[src/hdl/sipa_pkg.sv]
package sipa_pkg;

   localparam int NUM_PORTS  = 64;
   localparam int NUM_QUEUES = 8;
   localparam int SLOTS      = NUM_PORTS * NUM_QUEUES;
   localparam int SLOT_W     = (SLOTS > 1) ? $clog2(SLOTS) : 1;
   localparam int CSR_IDX_W  = 3;

   // register indexes
   localparam logic [CSR_IDX_W-1:0] REG_BUFFER_BYTES         = 3'd0;
   localparam logic [CSR_IDX_W-1:0] REG_RESERVE_BYTES        = 3'd1;
   localparam logic [CSR_IDX_W-1:0] REG_RESUME_OFFSET_BYTES  = 3'd2;
   localparam logic [CSR_IDX_W-1:0] REG_PORT_HEADROOM_BYTES  = 3'd3;
   localparam logic [CSR_IDX_W-1:0] REG_ALPHA_SHIFT          = 3'd4;
   localparam logic [CSR_IDX_W-1:0] REG_TOTAL_HEADROOM_BYTES = 3'd5;
   localparam logic [CSR_IDX_W-1:0] REG_TOTAL_RESERVED_BYTES = 3'd6;

   localparam logic [31:0] RST_BUFFER_BYTES        = 32'(12 * 1024 * 1024);
   localparam logic [20:0] RST_RESERVE_BYTES       = 21'(4 * 1024);
   localparam logic [20:0] RST_RESUME_OFFSET_BYTES = 21'(3 * 1024);

   localparam logic OP_ARRIVAL   = 1'b0;
   localparam logic OP_DEPARTURE = 1'b1;

   localparam logic [1:0] PFC_NONE   = 2'd0;
   localparam logic [1:0] PFC_PAUSE  = 2'd1;
   localparam logic [1:0] PFC_RESUME = 2'd2;

   typedef struct packed {
      logic        operation;
      logic [5:0]  port;
      logic [2:0]  queue;
      logic [13:0] packet_bytes;
   } req_type;

   typedef struct packed {
      logic        admitted;
      logic [1:0]  pfc_action;
      logic [31:0] shared_in_use;
   } rsp_type;

   typedef struct packed {
      logic [20:0] reserve_bytes;
      logic [20:0] resume_offset_bytes;
      logic [23:0] port_headroom_bytes;
      logic [4:0]  alpha_shift;
      logic [31:0] free_base;
      logic        settling;
   } cfg_type;

   typedef struct packed {
      logic              operation;
      logic              in_range;
      logic [SLOT_W-1:0] slot;
      logic [13:0]       packet_bytes;
   } job_type;

   typedef struct packed {
      logic    valid;
      job_type job;
   } fq_type;

   typedef struct packed {
      logic pop;
      logic clearing;
   } back_ctl_type;

   typedef struct packed {
      logic        pause;
      logic [31:0] headroom;
      logic [31:0] ingress;
   } entry_type;

   function automatic logic [31:0] sat_sub32(input logic [31:0] a, input logic [31:0] b);
      return (a > b) ? a - b : 32'd0;
   endfunction

endpackage

[src/hdl/sipa_csr.sv]
module sipa_csr import sipa_pkg::*; (
   input  logic                 clock,
   input  logic                 reset,
   input  logic                 csr_valid,
   output logic                 csr_ready,
   input  logic [CSR_IDX_W-1:0] csr_index,
   input  logic [31:0]          csr_data,
   output cfg_type              cfg
);

   localparam logic [1:0] SETTLE_CYCLES = 2'd2;

   logic [31:0] buffer_ff, buffer_in;
   logic [20:0] reserve_ff, reserve_in;
   logic [20:0] resume_ff, resume_in;
   logic [23:0] port_hdr_ff, port_hdr_in;
   logic [4:0]  alpha_ff, alpha_in;
   logic [31:0] tot_hdr_ff, tot_hdr_in;
   logic [31:0] tot_res_ff, tot_res_in;
   logic [31:0] part_ff, part_in;
   logic [31:0] base_ff, base_in;
   logic [1:0]  settle_ff, settle_in;

   assign csr_ready = 1'b1;

   always_comb begin
      buffer_in   = buffer_ff;
      reserve_in  = reserve_ff;
      resume_in   = resume_ff;
      port_hdr_in = port_hdr_ff;
      alpha_in    = alpha_ff;
      tot_hdr_in  = tot_hdr_ff;
      tot_res_in  = tot_res_ff;
      settle_in   = (settle_ff != 2'd0) ? settle_ff - 2'd1 : 2'd0;
      if (csr_valid) begin
         settle_in = SETTLE_CYCLES;
         unique case (csr_index)
            REG_BUFFER_BYTES:         buffer_in   = csr_data;
            REG_RESERVE_BYTES:        reserve_in  = csr_data[20:0];
            REG_RESUME_OFFSET_BYTES:  resume_in   = csr_data[20:0];
            REG_PORT_HEADROOM_BYTES:  port_hdr_in = csr_data[23:0];
            REG_ALPHA_SHIFT:          alpha_in    = csr_data[4:0];
            REG_TOTAL_HEADROOM_BYTES: tot_hdr_in  = csr_data;
            REG_TOTAL_RESERVED_BYTES: tot_res_in  = csr_data;
            default: ;
         endcase
      end
      // free pool before shared usage, two saturating steps registered in part_ff then base_ff
      part_in = sat_sub32(buffer_ff, tot_hdr_ff);
      base_in = sat_sub32(part_ff, tot_res_ff);
   end

   always_ff @(posedge clock) begin
      if (reset) begin
         buffer_ff   <= RST_BUFFER_BYTES;
         reserve_ff  <= RST_RESERVE_BYTES;
         resume_ff   <= RST_RESUME_OFFSET_BYTES;
         port_hdr_ff <= '0;
         alpha_ff    <= '0;
         tot_hdr_ff  <= '0;
         tot_res_ff  <= '0;
         settle_ff   <= SETTLE_CYCLES;
      end else begin
         buffer_ff   <= buffer_in;
         reserve_ff  <= reserve_in;
         resume_ff   <= resume_in;
         port_hdr_ff <= port_hdr_in;
         alpha_ff    <= alpha_in;
         tot_hdr_ff  <= tot_hdr_in;
         tot_res_ff  <= tot_res_in;
         settle_ff   <= settle_in;
      end
   end

   always_ff @(posedge clock) begin
      part_ff <= part_in;
      base_ff <= base_in;
   end

   assign cfg.reserve_bytes       = reserve_ff;
   assign cfg.resume_offset_bytes = resume_ff;
   assign cfg.port_headroom_bytes = port_hdr_ff;
   assign cfg.alpha_shift         = alpha_ff;
   assign cfg.free_base           = base_ff;
   assign cfg.settling            = (settle_ff != 2'd0);

endmodule

[config.mk]
export PLATFORM = sky130hd
export DESIGN_NAME = sipa_csr
export DESIGN_NICKNAME = d
export VERILOG_FILES = /design/src/hdl/sipa_pkg.sv /design/src/hdl/sipa_csr.sv
export SDC_FILE = /design/constraint.sdc
export NUM_CORES = 1
export LEC_CHECK = 0
export BUFFER_PORTS_ARGS = -buffer_cell sky130_fd_sc_hd__clkbuf_2
export CAP_MARGIN = 20
export CELL_PAD_IN_SITES_DETAIL_PLACEMENT = 0
export CELL_PAD_IN_SITES_GLOBAL_PLACEMENT = 2
export CORE_ASPECT_RATIO = 2
export CORE_UTILIZATION = 34
export CTS_CLUSTER_SIZE = 24
export DETAILED_ROUTE_END_ITERATION = 10
export GPL_ROUTABILITY_DRIVEN = 0
export GPL_TIMING_DRIVEN = 0
export PLACE_DENSITY_LB_ADDON = 0.2
export SYNTH_ARGS = -nofsm -noshare
export SYNTH_HDL_FRONTEND = slang
export SYNTH_SLANG_ARGS = --single-unit
[constraint.sdc]
create_clock -name clock -period 4.03 [get_ports clock]
set_clock_uncertainty 0.2 [all_clocks]
set_input_delay 1.209 -clock clock [delete_from_list [all_inputs] [get_ports clock]]
set_output_delay 1.209 -clock clock [all_outputs]
set_load 0.01 [all_outputs]
==> run_results.csv <==
group,metric,value,unit
yosys,syn-cell-area,11400,sq um
min_path,whs_path_depth,1,
cells_and_area,nFillCells,3547,
yosys,yosysMostFrequentCell,"nand2_1",
floorplanning,dieArea,34300,sq um
power,switching_share,0.340,
timing,slew_violations,0,
critical_path,cp_max_fo,10,
clock_network,holdBufCountCts,0,
run,maxCapViolations,0,
power,p_sw,2.64,mW
critical_path,reg2reg_depth,11,
global_routing,first_global_vias,10500,
critical_path,required,4280,ps
clock_network,cts_made_buffers,24,
status,status,"finished clean",
yosys,async_flop_share,0,
yosys,synth_largest_area_cell,"dfxtp_1",
critical_path,cpPeakStageDelay,640,ps
clock_network,htree_levels,1,
yosys,seq_area_frac_synth,0.409,
cells_and_area,finalNonFillerCells,2092,
cells_and_area,antenna_cells,0,
place,preCtsSetupSlack,297,ps
yosys,syn-instance-count,1478,
power,seq_power_share,0.338,
route,drt_iter0_drc,392,
power,powerDensity,572,nW/um^2
route,avgRoutedWirePerCell,18.2,um
critical_path,path_cells,"inv_1 > ha_1 > fa_1 > and2b_1 > o31a_1 > o21ai_1 > o31ai_2 > nand3_1 > a21bo_2 > buf_2 > nor3b_1",
route,first_pass_iters,5,
critical_path,critPathKind,"flop to flop",
critical_path,ff2ff_setup_slack,220,ps
timing,max_freq,262,MHz
yosys,synth.area.top_cells,"dfxtp_1 41%, nand2_1 12%, a21oi_1 9.6%, ha_1 7.0%, nor2_1 3.2%",
clock_network,cts_max_path_buffers,3,
min_path,timing.hold.worst_endpoint,"settle_ff[0]",
yosys,ys_ff_latch,233,
global_routing,grt_max_degree,15,
global_routing,grt_usage,0.222,
clock_network,clk_latency,550,ps
clock_network,cts_sinks,233,
power,pwr-share-clk,0.334,
route,drtAntennaViolNets,0,
floorplanning,die_w,132,um
place,io_buffers,138,
yosys,synthFlopType,"dfxtp_1",
place,dp_hpwl,31000,um
critical_path,r2r_end,"part_ff[23]",
floorplanning,initial_core_util,0.346,
yosys,synth.distinct_cells,71,
floorplanning,rows,94,
yosys,synth_nets,1582,
timing,hold_violations,0,
timing,maxSlewHeadroom,0.410,
floorplanning,fp.coreArea,32900,sq um
clock_network,cts.clk_slew.worst_paths,70,ps
global_routing,globalRoute.totalOverflow,0,
timing,layout_setup_ws,215,ps
global_routing,antenna_found_initial,0,
global_routing,grt_pass1_wl,58200,um
power,leakage,5.45,nW
timing,setup-tns-final,0,ps
route,via_per_inst,4.92,
cells_and_area,areaGrowthSynthToFinish,18.8,%
timing,period_share,0.947,
critical_path,slowest_stage,"o31ai_2",
min_path,hp-class,"flop to flop",
route,drc,0,
cells_and_area,nNetsFinal,1746,
place,placedCellCount,2048,
floorplanning,die_h,261,um
critical_path,cp-end-kind,"flop",
clock_network,cts_resized,0,
cells_and_area,drive_gt1_frac,0.134,
clock_network,root_buffer,"clkbuf_16",
timing,fin_crit,3810,ps
clock_network,cts_setup_buffers,0,
yosys,yosys_warnings,0,
route,via_count,10300,
yosys,synth_top_area_frac,0.409,
power,p_comb_frac,0.328,
yosys,synth_edf_count,0,
critical_path,arrival,4060,ps
min_path,hp-start,"settle_ff[0]",
critical_path,r2r-start,"buffer_ff[0]",
power,vdd.ir_drop.worst,0.386,mV
clock_network,cts_tree,"built",
critical_path,critPathLaunchType,"flop",
timing,worstMarginPinSlew,878,ps
floorplanning,io_pins,143,
timing,rsz0062_at_grt,"false",
timing,setup-violations-final,0,
yosys,synthTopCellsByCount,"379 x nand2_1, 233 x dfxtp_1, 219 x a21oi_1",
power,internal_power,5.11,mW
yosys,syn_area_per_cell,7.72,sq um
route,wl,38100,um
cell families (layout without fill, tap and decap cells):
| logic type | after synthesis | after routing | share of synthesized area |
|---|---|---|---|
| buffers and inverters | 157 | 339 | 0.0549 |
| adders and majority gates | 66 | 66 | 0.0737 |
| other | 1 | 1 | 0.000329 |
| muxes | 11 | 11 | 0.0101 |
| AOI/OAI and AO/OA | 369 | 369 | 0.196 |
| DFF | 233 | 233 | 0.409 |
| xor gates and xnor gates | 40 | 40 | 0.0307 |
| and+or+nand+nor | 601 | 601 | 0.225 |
cell type report:
class,instances,area (sq um),share of cell area
Multi-Input combinational cell,1088,6110,0.451
Buffer,77,325,0.0240
Tap cell,432,541,0.0399
Clock buffer,32,692,0.0511
Sequential cell,233,4660,0.344
Clock inverter,12,218,0.0161
Inverter,80,300,0.0222
Timing Repair Buffer,138,691,0.0510
sequential cells by signal, indices dropped and copies added, names as in the netlist:
| register | count |
|---|---|
| reserve_ff | 21 |
| part_ff | 32 |
| base_ff | 32 |
| buffer_ff | 32 |
| resume_ff | 21 |
| tot_hdr_ff | 32 |
| alpha_ff | 5 |
| port_hdr_ff | 24 |
| settle_ff | 2 |
| tot_res_ff | 32 |
worst max-delay path by stage:
| stage | start | end | slack, ps | depth (start not counted) |
|---|---|---|---|---|
| after floorplan | part_ff[0] | base_ff[20] | 1200 | 12 |
| after global placement | tot_res_ff[23] | base_ff[28] | 300 | 12 |
| after detailed placement | buffer_ff[0] | part_ff[3] | 300 | 11 |
| after CTS | buffer_ff[0] | part_ff[3] | 260 | 11 |
| after global routing | tot_res_ff[23] | base_ff[19] | 130 | 12 |
| final | buffer_ff[0] | part_ff[23] | 220 | 11 |
critical path: cells and delay by family, from the launching register on:
kind	cells	cell delay, ps
AO/OA/AOI/OAI	4	1360
buffers and inverters	2	270
adder cells (fa/ha/maj)	2	600
AND/OR/NAND/NOR	3	960
flip-flops	1	330
routing by layer:
layer | share of wire | vias up | GRT usage | routed length, um
met4 | 0.053 | 0 | 0.121 | 2030
li1 | - | 5303 | - | -
met5 | 0 | - | 0 | 0
met3 | 0.032 | 92 | 0.0234 | 1230
met2 | 0.57 | 239 | 0.464 | 21700
met1 | 0.35 | 4660 | 0.203 | 13100
power by group through the flow:
stage	combinational [mW]	sequential (mW)	clock, mW
after floorplan	1.69	2.74	0
after global placement	2.55	2.67	0
after detailed placement	2.56	2.68	0
after CTS	2.57	2.63	2.65
after global routing	2.81	2.64	2.72
final	2.54	2.62	2.59
placed cells by master (no fill, tap or decap), types with 25 or more instances in the layout:
| master | n |
|---|---|
| nand2_1 | 379 |
| dfxtp_1 | 233 |
| a21oi_1 | 219 |
| clkbuf_2 | 139 |
| nor2_1 | 97 |
| inv_1 | 80 |
| clkbuf_1 | 65 |
| ha_1 | 64 |
| o21ai_0 | 31 |
| nand3_1 | 26 |
| xnor2_1 | 25 |
| clkbuf_16 | 25 |
stage by stage:
step                hold slack, ps   util  area (sq um)  power (mW)
finish                         247  0.411         13500        7.75
global route                   273  0.411         13500        8.18
CTS                            249  0.411         13500        7.85
detailed placement             239  0.384         12600        5.24
global placement               226  0.384         12600        5.22
floorplan                      214      -         11400        4.43
(Power assumes the default switching activity.)
